<file path="src/hdl/frp_pkg.sv">
package frp_pkg;

    localparam logic [7:0] CH_U          = 8'h55;
    localparam logic [7:0] CH_N          = 8'h4E;
    localparam logic [7:0] CH_E          = 8'h45;
    localparam logic [7:0] CH_R          = 8'h52;
    localparam logic [7:0] CH_COLON      = 8'h3A;
    localparam logic [7:0] TIMEOUT_RESET = 8'd5;
    localparam logic [7:0] HEADER_XOR    = CH_U ^ CH_N ^ CH_E ^ CH_R ^ CH_COLON;

    localparam logic KIND_BYTE = 1'b0;
    localparam logic KIND_TICK = 1'b1;

    typedef enum logic [2:0] {
        PH_WAIT_U  = 3'd0,
        PH_WAIT_N  = 3'd1,
        PH_WAIT_E  = 3'd2,
        PH_WAIT_R  = 3'd3,
        PH_LENGTH  = 3'd4,
        PH_COLON   = 3'd5,
        PH_PAYLOAD = 3'd6
    } t_phase;

    typedef struct packed {
        logic       kind;
        logic [7:0] rx_byte;
    } t_item;

    typedef struct packed {
        logic       payload_valid;
        logic [7:0] payload_byte;
        logic       is_command_id;
        logic       frame_end;
        logic       checksum_ok;
        logic       timed_out;
    } t_result;

endpackage

</file>
<file path="src/hdl/frp_in_stage.sv">
module frp_in_stage (
    input  logic          i_clk,
    input  logic          i_rst_n,
    input  logic          i_valid,
    output logic          o_ready,
    input  frp_pkg::t_item i_item,
    output logic          o_valid,
    input  logic          i_ready,
    output frp_pkg::t_item o_item
);
    import frp_pkg::*;

    logic  r_valid;
    t_item r_item;

    assign o_ready = !r_valid || i_ready;
    assign o_valid = r_valid;
    assign o_item  = r_item;

    always_ff @(posedge i_clk) begin
        if (!i_rst_n) begin
            r_valid <= 1'b0;
        end else if (o_ready) begin
            r_valid <= i_valid;
        end
    end

    always_ff @(posedge i_clk) begin
        if (o_ready && i_valid) begin
            r_item <= i_item;
        end
    end

endmodule

</file>
<file path="src/hdl/frp_parser.sv">
module frp_parser (
    input  logic            i_clk,
    input  logic            i_rst_n,
    input  logic            i_cfg_valid,
    input  logic [7:0]      i_cfg_data,
    input  logic            i_advance,
    input  frp_pkg::t_item   i_item,
    output frp_pkg::t_result o_result
);
    import frp_pkg::*;

    t_phase     r_phase, n_phase;
    logic [7:0] r_remain, n_remain;
    logic [7:0] r_xor, n_xor;
    logic [7:0] r_tleft, n_tleft;
    logic       r_expect, n_expect;
    logic [7:0] r_tticks;
    t_result    res;

    assign o_result = res;

    always_ff @(posedge i_clk) begin
        if (!i_rst_n) begin
            r_tticks <= TIMEOUT_RESET;
        end else if (i_cfg_valid) begin
            r_tticks <= i_cfg_data;
        end
    end

    always_ff @(posedge i_clk) begin
        if (!i_rst_n) begin
            r_phase  <= PH_WAIT_U;
            r_remain <= '0;
            r_xor    <= '0;
            r_tleft  <= '0;
            r_expect <= 1'b0;
        end else if (i_advance) begin
            r_phase  <= n_phase;
            r_remain <= n_remain;
            r_xor    <= n_xor;
            r_tleft  <= n_tleft;
            r_expect <= n_expect;
        end
    end

    always_comb begin
        logic [7:0] b;
        b        = i_item.rx_byte;
        n_phase  = r_phase;
        n_remain = r_remain;
        n_xor    = r_xor;
        n_tleft  = r_tleft;
        n_expect = r_expect;
        res      = '0;
        if (i_item.kind == KIND_TICK) begin
            if (r_phase != PH_WAIT_U) begin
                n_tleft = r_tleft - 8'd1;
                if (n_tleft == 8'd0) begin
                    n_phase       = PH_WAIT_U;
                    n_expect      = 1'b0;
                    res.timed_out = 1'b1;
                end
            end
        end else begin
            case (r_phase)
                PH_WAIT_U: begin
                    if (b == CH_U) begin
                        n_phase = PH_WAIT_N;
                        n_tleft = r_tticks;
                    end
                end
                PH_WAIT_N: begin
                    if (b == CH_N) begin
                        n_phase = PH_WAIT_E;
                    end else if (b != CH_U) begin
                        n_phase = PH_WAIT_U;
                    end
                end
                PH_WAIT_E, PH_WAIT_R, PH_COLON: begin
                    if (r_phase == PH_WAIT_E && b == CH_E) begin
                        n_phase = PH_WAIT_R;
                    end else if (r_phase == PH_WAIT_R && b == CH_R) begin
                        n_phase = PH_LENGTH;
                    end else if (r_phase == PH_COLON && b == CH_COLON) begin
                        n_phase  = PH_PAYLOAD;
                        n_xor    = HEADER_XOR ^ r_remain;
                        n_expect = 1'b1;
                    end else if (b == CH_U) begin
                        // byte re-examined as a new start
                        n_phase = PH_WAIT_N;
                        n_tleft = r_tticks;
                    end else begin
                        n_phase = PH_WAIT_U;
                    end
                end
                PH_LENGTH: begin
                    n_remain = b;
                    n_phase  = PH_COLON;
                end
                PH_PAYLOAD: begin
                    n_remain = r_remain - 8'd1;
                    if (n_remain != 8'd0) begin
                        n_xor             = r_xor ^ b;
                        res.payload_valid = 1'b1;
                        res.payload_byte  = b;
                        res.is_command_id = r_expect;
                        n_expect          = 1'b0;
                    end else begin
                        n_phase         = PH_WAIT_U;
                        n_expect        = 1'b0;
                        res.frame_end   = 1'b1;
                        res.checksum_ok = (b == r_xor);
                    end
                end
                default: begin
                    n_phase = PH_WAIT_U;
                end
            endcase
        end
    end

endmodule

</file>
<file path="src/hdl/frp_out_stage.sv">
module frp_out_stage (
    input  logic            i_clk,
    input  logic            i_rst_n,
    input  logic            i_valid,
    output logic            o_ready,
    input  frp_pkg::t_result i_result,
    output logic            o_valid,
    input  logic            i_ready,
    output frp_pkg::t_result o_result
);
    import frp_pkg::*;

    logic    r_valid;
    t_result r_result;

    assign o_ready  = !r_valid || i_ready;
    assign o_valid  = r_valid;
    assign o_result = r_result;

    always_ff @(posedge i_clk) begin
        if (!i_rst_n) begin
            r_valid <= 1'b0;
        end else if (o_ready) begin
            r_valid <= i_valid;
        end
    end

    always_ff @(posedge i_clk) begin
        if (o_ready && i_valid) begin
            r_result <= i_result;
        end
    end

endmodule

</file>
<file path="src/hdl/framed_packet_receiver.sv">
// channel   direction  handshake                   payload
// in        sink       i_in_valid / o_in_ready     i_kind, i_rx_byte
// out       source     o_out_valid / i_out_ready   o_payload_valid .. o_timed_out
// cfg       sink       i_cfg_valid / o_cfg_ready   i_cfg_timeout_ticks
//
// one beat in and one beat out per cycle while the output is not stalled; input
// register, then parse logic into the result register
// parser state advances when a beat moves from the input to the result register
// a stalled output holds both registers; cfg is always ready
// synchronous active-low reset: phase waiting for U, timeout_ticks 5
module framed_packet_receiver (
    input  logic       i_clk,
    input  logic       i_rst_n,
    input  logic       i_in_valid,
    output logic       o_in_ready,
    input  logic       i_kind,
    input  logic [7:0] i_rx_byte,
    output logic       o_out_valid,
    input  logic       i_out_ready,
    output logic       o_payload_valid,
    output logic [7:0] o_payload_byte,
    output logic       o_is_command_id,
    output logic       o_frame_end,
    output logic       o_checksum_ok,
    output logic       o_timed_out,
    input  logic       i_cfg_valid,
    output logic       o_cfg_ready,
    input  logic [7:0] i_cfg_timeout_ticks
);
    import frp_pkg::*;

    t_item   in_item, s1_item;
    t_result s2_in, s2_out;
    logic    s1_valid, s2_ready;

    assign in_item.kind    = i_kind;
    assign in_item.rx_byte = i_rx_byte;
    assign o_cfg_ready     = 1'b1;

    frp_in_stage u_in (
        .i_clk   (i_clk),
        .i_rst_n (i_rst_n),
        .i_valid (i_in_valid),
        .o_ready (o_in_ready),
        .i_item  (in_item),
        .o_valid (s1_valid),
        .i_ready (s2_ready),
        .o_item  (s1_item)
    );

    frp_parser u_parser (
        .i_clk       (i_clk),
        .i_rst_n     (i_rst_n),
        .i_cfg_valid (i_cfg_valid),
        .i_cfg_data  (i_cfg_timeout_ticks),
        .i_advance   (s1_valid && s2_ready),
        .i_item      (s1_item),
        .o_result    (s2_in)
    );

    frp_out_stage u_out (
        .i_clk    (i_clk),
        .i_rst_n  (i_rst_n),
        .i_valid  (s1_valid),
        .o_ready  (s2_ready),
        .i_result (s2_in),
        .o_valid  (o_out_valid),
        .i_ready  (i_out_ready),
        .o_result (s2_out)
    );

    assign o_payload_valid = s2_out.payload_valid;
    assign o_payload_byte  = s2_out.payload_byte;
    assign o_is_command_id = s2_out.is_command_id;
    assign o_frame_end     = s2_out.frame_end;
    assign o_checksum_ok   = s2_out.checksum_ok;
    assign o_timed_out     = s2_out.timed_out;

endmodule
</file>
<file path="config.mk">
export PLATFORM = sky130hd
export DESIGN_NAME = framed_packet_receiver
export DESIGN_NICKNAME = d
export VERILOG_FILES = /design/src/hdl/frp_pkg.sv /design/src/hdl/frp_in_stage.sv /design/src/hdl/frp_parser.sv /design/src/hdl/frp_out_stage.sv /design/src/hdl/framed_packet_receiver.sv
export SDC_FILE = /design/constraint.sdc
export NUM_CORES = 1
export LEC_CHECK = 0
export ABC_AREA = 1
export ABC_CLOCK_PERIOD_IN_PS = 1900
export BUFFER_PORTS_ARGS = -buffer_cell sky130_fd_sc_hd__buf_2
export CORE_MARGIN = 5
export CORE_UTILIZATION = 53
export DETAILED_ROUTE_END_ITERATION = 6
export GPL_TIMING_DRIVEN = 0
export PLACE_DENSITY_LB_ADDON = 0.25
export SLEW_MARGIN = 40
export SYNTH_ARGS = -nofsm -noshare
export SYNTH_HDL_FRONTEND = slang
export SYNTH_SLANG_ARGS = --single-unit
</file>
<file path="constraint.sdc">
create_clock -name i_clk -period 1.9 [get_ports i_clk]
set_input_delay 0.38 -clock i_clk [delete_from_list [all_inputs] [get_ports i_clk]]
set_output_delay 0.38 -clock i_clk [all_outputs]
set_load 0.01 [all_outputs]
</file>
==> flow_metrics.env, run 1 <==
export IMPL_die_h_um=88.2
export IMPL_setup_viol=0
export IMPL_grt_pass1_vias=2687
export IMPL_n_antenna_cell=0
export IMPL_portBuffers=36
export IMPL_cts_sinks=60
export IMPL_gp_congestion=0.980
export IMPL_grt_total_usage_pct=20.8
export IMPL_pwr_share_clk_pct=38.1
export IMPL_p_sw_share_pct=26.4
export IMPL_crit_fanout=10
export IMPL_cp_cell_sequence="inv_2 > nand2_1 > nor3_1 > nand2_1 > nand2_1 > o221ai_4 > buf_6 > a21oi_1 > nor2_1"
export IMPL_yosysMostFrequentCell="nand2_1"
export IMPL_yosysTopAreaCell="dfxtp_1"
export IMPL_die_w_um=88.2
export IMPL_whs_ns=0.219
export IMPL_synth_seq_cells=60
export IMPL_tightest_slew_ns=0.517
export IMPL_wl_per_cell_um=14.0
export IMPL_ys_top_cells_by_area="dfxtp_1 (23%), edfxtp_1 (20%), nand2_1 (9.7%), nor2_1 (6.8%), a21oi_1 (4.5%)"
export IMPL_start_util_pct=54.8
export IMPL_ant_nets=0
export IMPL_cts_buffer_depth=2
export IMPL_firstDrtPassIters=6
export IMPL_htree_levels=3
export IMPL_cp_slowest_cell="edfxtp_1"
export IMPL_ys_warn_count=0
export IMPL_final_hold_viol_count=0
export IMPL_ys_seq_area_share_pct=43.8
export IMPL_syn_area_per_cell_um2=7.86
export IMPL_grt_pass1_wl_mm=12.5
export IMPL_synth_edff_count=22
export IMPL_path_common_cell="nand2_1"
export IMPL_drive_above_1_share_pct=26.4
export IMPL_grt_max_degree=14
export IMPL_use_met2_pct=30.5
export IMPL_cap_violations=0
export IMPL_seqPwrFrac_pct=49.5
export IMPL_power_density_nw_per_um2=738
export IMPL_top_usage_layer="met2"
export IMPL_crit_path_max_incr_delay_ns=0.48
export IMPL_grt_use_met1_pct=29.4
export IMPL_synth_area_um2=3240
export IMPL_grt_use_met3_pct=4.28
export IMPL_clock_skew_ns=0.0107
export IMPL_clk_pin_slew_ns=0.07
export IMPL_max_slew_margin_pct=65.5
export IMPL_status="completed"
export IMPL_cts_hold_buf=0
export IMPL_fin_nets=499
export IMPL_combPwrFrac_pct=12.3
export IMPL_synth_flop_cell="dfxtp_1"
export IMPL_yosysTopAreaCellShare_pct=23.4
export IMPL_fmaxAchievable_mhz=532
export IMPL_vias=3008
export IMPL_drtIter0Drc=316
export IMPL_pin_count=38
export IMPL_slew_viol_final=0
export IMPL_fin_crit_sh_pct=99.0
export IMPL_crit_path_start_kind="flop"
export IMPL_via_per_inst=5.44
export IMPL_cts_made_buffers=9
export IMPL_power_switching_uw=761
export IMPL_power_uw=2890
export IMPL_area_growth_pct=20.6
export IMPL_global_route_overflow_total=0
export IMPL_clk_latency_ns=0.33
export IMPL_p_leak_uw=0.00170
export IMPL_ir_drop_uv=704
export IMPL_core_area_um2=5920
export IMPL_ys_top_cells_by_count="nand2_1 (84), nor2_1 (59), dfxtp_1 (38)"
export IMPL_syn_num_nets=439
export IMPL_cts_tree="built"
export IMPL_core_rowCount=28
export IMPL_routed_wl_mm=7.75
export IMPL_cp_required_ns=2.11
export IMPL_hold_class="input port to flop"
export IMPL_syn_inst=413
export IMPL_drc=0
export IMPL_path_class="flop to flop"
export IMPL_dp_hpwl_mm=5.52
export IMPL_cts_root_buf="clkbuf_8"
export IMPL_internal_power_uw=2130
export IMPL_synth_async_reset_ratio_pct=0
export IMPL_worstSetupEndpointType="flop"
export IMPL_die_area_um2=7790
export IMPL_critPathArrivalTime_ns=2.09
export IMPL_period_minus_slack_ns=1.88
export IMPL_antenna_found_initial=0
export IMPL_yosysUniqueCellTypes=39
## metrics by stage
step,area [um^2],setup slack [ns],cells,utilization (%),TNS [ns]
after floorplan,3240,0.0899,413,-,0
after global placement,3520,-0.225,524,59.4,-3.50
after detailed placement,3520,-0.282,524,59.4,-4.87
after CTS,3760,0.0152,544,63.4,0
after global routing,3910,-0.0677,553,66.1,-0.130
final,3910,0.0186,553,66.1,0
## layout make-up
class | instances | area (um^2)
Timing Repair Buffer | 49 | 278
Clock inverter | 4 | 18.8
Inverter | 46 | 174
Buffer | 10 | 55.1
Tap cell | 75 | 93.8
Fill cell | 509 | 2010
Clock buffer | 12 | 176
Sequential cell | 60 | 1430
Multi-Input combinational cell | 297 | 1690
## cell usage in the layout (no fill, tap or decap), drive strengths merged, types with 4 or more instances in the layout
master	instances
nand2	87
nor2	69
buf	54
inv	42
dfxtp	38
o21ai	31
a21oi	31
nand3	29
edfxtp	22
clkbuf	17
nor3	13
clkinv	8
a211oi	8
xor2	7
nand4	6
a31oi	4
ha	4
## registers in the layout, summed over array words and instances, names as in the netlist
register / flops
u_in.o_item: 9
u_in.o_valid: 1
u_out.o_result: 13
u_out.o_valid: 1
u_parser.r_expect: 1
u_parser.r_phase: 3
u_parser.r_remain: 8
u_parser.r_tleft: 8
u_parser.r_tticks: 8
u_parser.r_xor: 8
## power by group through the flow
stage	clock (uW)	combinational, uW	sequential, uW
floorplan	0	233	1450
global placement	0	314	1450
detailed placement	0	320	1460
CTS	1130	324	1430
global route	1170	400	1430
finish	1100	356	1430
## path summary, 6_finish.rpt
path	start	endpoint	slack, ns	depth (start not counted)
worst min register to register	u_parser.r_xor[5]	u_parser.r_xor[5]	0.47	2
worst min-delay path	i_kind	u_in.o_item[8]	0.22	1
worst max-delay path	u_in.o_item[5]	u_parser.r_tleft[7]	0.02	9
worst max register to register	u_in.o_item[5]	u_parser.r_tleft[7]	0.02	9
## worst max-delay path, delay by kind of cell (launching register included)
kind                   cells  cell delay (ns)
AO/OA/AOI/OAI              2             0.32
buffers and inverters      2             0.33
flip-flops                 1             0.48
AND/OR/NAND/NOR            5             0.62
## kinds of logic (layout without fill, tap and decap cells)
group	Yosys count	in the layout	synth area share (%)
AO/OA/AOI/OAI	76	76	14.6
XOR/XNOR	9	9	2.43
adder cells (fa/ha/maj)	4	4	1.54
buffers and inverters	56	121	7.02
flip-flops	60	60	43.8
other	1	1	0.116
AND/OR/NAND/NOR	207	207	30.5
## what timing repair did
action	in CTS	in global routing
pin swaps	2	9
setup endpoints to repair	23	29
gates resized for setup	6	24
setup buffers	4	9
## per-layer routing
| metal | part of all wire (%) | up-vias | wire length, um |
|---|---|---|---|
| li1 | - | 1502 | - |
| met1 | 46 | 1348 | 3590 |
| met2 | 44 | 140 | 3380 |
| met3 | 7.8 | 18 | 608 |
| met4 | 2.2 | 0 | 172 |
| met5 | 0 | - | 0 |
Power figures use the tool's default switching activity.
==> run 2: changes to the inputs <==
--- a/config.mk
+++ b/config.mk
@@ -6,10 +6,10 @@
 export NUM_CORES = 1
 export LEC_CHECK = 0
 export ABC_AREA = 1
-export ABC_CLOCK_PERIOD_IN_PS = 1900
+export ABC_CLOCK_PERIOD_IN_PS = 2100
 export BUFFER_PORTS_ARGS = -buffer_cell sky130_fd_sc_hd__buf_2
 export CORE_MARGIN = 5
-export CORE_UTILIZATION = 53
+export CORE_UTILIZATION = 58
 export DETAILED_ROUTE_END_ITERATION = 6
 export GPL_TIMING_DRIVEN = 0
 export PLACE_DENSITY_LB_ADDON = 0.25
==> constraint.sdc (replaced) <==
create_clock -name i_clk -period 2.1 [get_ports i_clk]
set_input_delay 0.42 -clock i_clk [delete_from_list [all_inputs] [get_ports i_clk]]
set_output_delay 0.42 -clock i_clk [all_outputs]
set_load 0.01 [all_outputs]
==> flow_metrics.env, run 2 (synthesized netlist as in run 1, its figures left out) <==
export IMPL_status="completed"
export IMPL_wl_per_cell_um=13.6
export IMPL_grt_pass1_vias=2506
export IMPL_cts_buffer_depth=2
export IMPL_r2r_slack_ns=0.13
export IMPL_setup_viol=0
export IMPL_grt_use_met1_pct=30.3
export IMPL_p_leak_uw=0.00162
export IMPL_die_area_um2=7190
export IMPL_vias=2878
export IMPL_cp_slowest_cell="dfxtp_1"
export IMPL_ir_drop_uv=617
export IMPL_whs_ns=0.260
export IMPL_min_from="i_rx_byte[5]"
export IMPL_r2r_end="u_out.o_result[1]"
export IMPL_cts_sinks=60
export IMPL_max_slew_margin_pct=63.3
export IMPL_gp_congestion=0.970
export IMPL_hold_class="input port to flop"
export IMPL_global_route_overflow_total=0
export IMPL_portBuffers=36
export IMPL_cp_endpoint="u_out.o_result[1]"
export IMPL_core_rowCount=27
export IMPL_grt_total_usage_pct=20.6
export IMPL_firstDrtPassIters=5
export IMPL_crit_path_max_incr_delay_ns=0.45
export IMPL_reg2regPathDepth=10
export IMPL_crit_fanout=7
export IMPL_use_met2_pct=30.0
export IMPL_grt_use_met3_pct=4.22
export IMPL_routed_wl_mm=7.37
export IMPL_worstSetupEndpointType="flop"
export IMPL_pin_count=38
export IMPL_drc=0
export IMPL_worst_path_buf_inv=2
export IMPL_cap_violations=0
export IMPL_rsz0062_at_grt="no"
export IMPL_path_class="flop to flop"
export IMPL_r2r_start="u_parser.r_remain[1]"
export IMPL_mostFrequentLayoutCell="nand2_1"
export IMPL_ant_nets=0
export IMPL_start_util_pct=59.3
export IMPL_period_minus_slack_ns=1.97
export IMPL_min_path_cells=1
export IMPL_crit_family="simple AND/OR/NAND/NOR gates"
export IMPL_antenna_found_initial=0
export IMPL_cp_required_ns=2.29
export IMPL_via_per_inst=5.33
export IMPL_core_area_um2=5470
export IMPL_grt_max_degree=14
export IMPL_power_density_nw_per_um2=671
export IMPL_fmaxAchievable_mhz=507
export IMPL_htree_levels=3
export IMPL_crit_path_start_kind="flop"
export IMPL_die_w_um=84.8
export IMPL_cts_root_buf="clkbuf_8"
export IMPL_clk_pin_slew_ns=0.06
export IMPL_largest_register_ffs=13
export IMPL_fillers=475
export IMPL_tightest_slew_ns=0.551
export IMPL_setup_tns_ns=0
export IMPL_cp_cell_sequence="inv_1 > ha_2 > inv_1 > nor2_2 > nand2_1 > nand3_1 > nor2_4 > nand4_4 > nor2_2 > and3_1"
export IMPL_drtIter0Drc=343
export IMPL_n_antenna_cell=0
export IMPL_top_usage_layer="met1"
export IMPL_final_cell_mix="nand2_1 (82), nor2_1 (59), buf_2 (38), dfxtp_1 (38), inv_1 (37)"
export IMPL_clk_latency_ns=0.33
export IMPL_startpoint="u_parser.r_remain[1]"
export IMPL_drive_above_1_share_pct=20.7
export IMPL_die_h_um=84.8
export IMPL_critPathArrivalTime_ns=2.16
export IMPL_dp_hpwl_mm=5.38
export IMPL_cts_hold_buf=0
export IMPL_slew_viol_final=0
export IMPL_grt_pass1_wl_mm=11.8
export IMPL_clock_skew_ns=0.0128
export IMPL_fin_crit_sh_pct=93.9
export IMPL_area_growth_pct=14.9
export IMPL_cp_depth=10
export IMPL_cts_tree="built"
export IMPL_final_hold_viol_count=0
export IMPL_fin_nets=489
export IMPL_cts_made_buffers=9
## run 2: changes by cell type in the layout (fill, tap and decap cells not counted), moves of 3 or more
cell / delta
buf_4: -10
nor2_1: +5
inv_1: +4
inv_2: -4
clkbuf_1: +3
nor2_2: -3
## run 2: worst min-delay path by stage
stage | end | slack (ns)
global placement | u_parser.r_tticks[2] | 0.45
floorplan | u_parser.r_tticks[6] | 0.43
CTS | u_in.o_item[0] | 0.25
finish | u_in.o_item[5] | 0.26
global route | u_in.o_item[6] | 0.24
detailed placement | u_parser.r_xor[3] | 0.47
## run 2: timing repair
item,CTS,global route
pin swaps,0,2
resized for setup,1,5
setup buffers,0,3
setup endpoints to repair,11,22
## run 2: final cells by class
class / count / area, um^2 / share of cell area, %
Multi-Input combinational cell: 297 / 1610 / 43.3
Sequential cell: 60 / 1420 / 38.1
Timing Repair Buffer: 39 / 203 / 5.44
Inverter: 46 / 174 / 4.66
Clock buffer: 14 / 163 / 4.36
Tap cell: 72 / 90.1 / 2.42
Buffer: 10 / 55.1 / 1.48
Clock inverter: 2 / 10.0 / 0.268
## run 2: report_power, final
part	internal (uW)	switching (uW)	total, uW	leakage (uW)
Clock	490	419	909	0.0000905
Sequential	1250	41.4	1290	0.000526
Combinational	107	193	300	0.00101
Total	1850	654	2500	0.00162
## run 2: routing by layer
| layer | share of wire [%] | vias up | wire, um |
|---|---|---|---|
| met3 | 7.7 | 10 | 566 |
| met5 | 0 | - | 0 |
| li1 | - | 1472 | - |
| met4 | 1.1 | 0 | 83 |
| met1 | 47 | 1281 | 3470 |
| met2 | 44 | 115 | 3250 |
## run 2: per-stage QoR
step | util (%) | setup WS (ns) | std cells | cell area, um^2 | total power (uW)
final | 68.1 | 0.128 | 540 | 3730 | 2500
after global routing | 68.1 | 0.00709 | 540 | 3730 | 2620
after CTS | 67.4 | 0.0359 | 537 | 3690 | 2510
after detailed placement | 64.2 | -0.0214 | 521 | 3510 | 1610
after global placement | 64.2 | -0.00849 | 521 | 3510 | 1600
after floorplan | - | 0.290 | 413 | 3240 | 1520
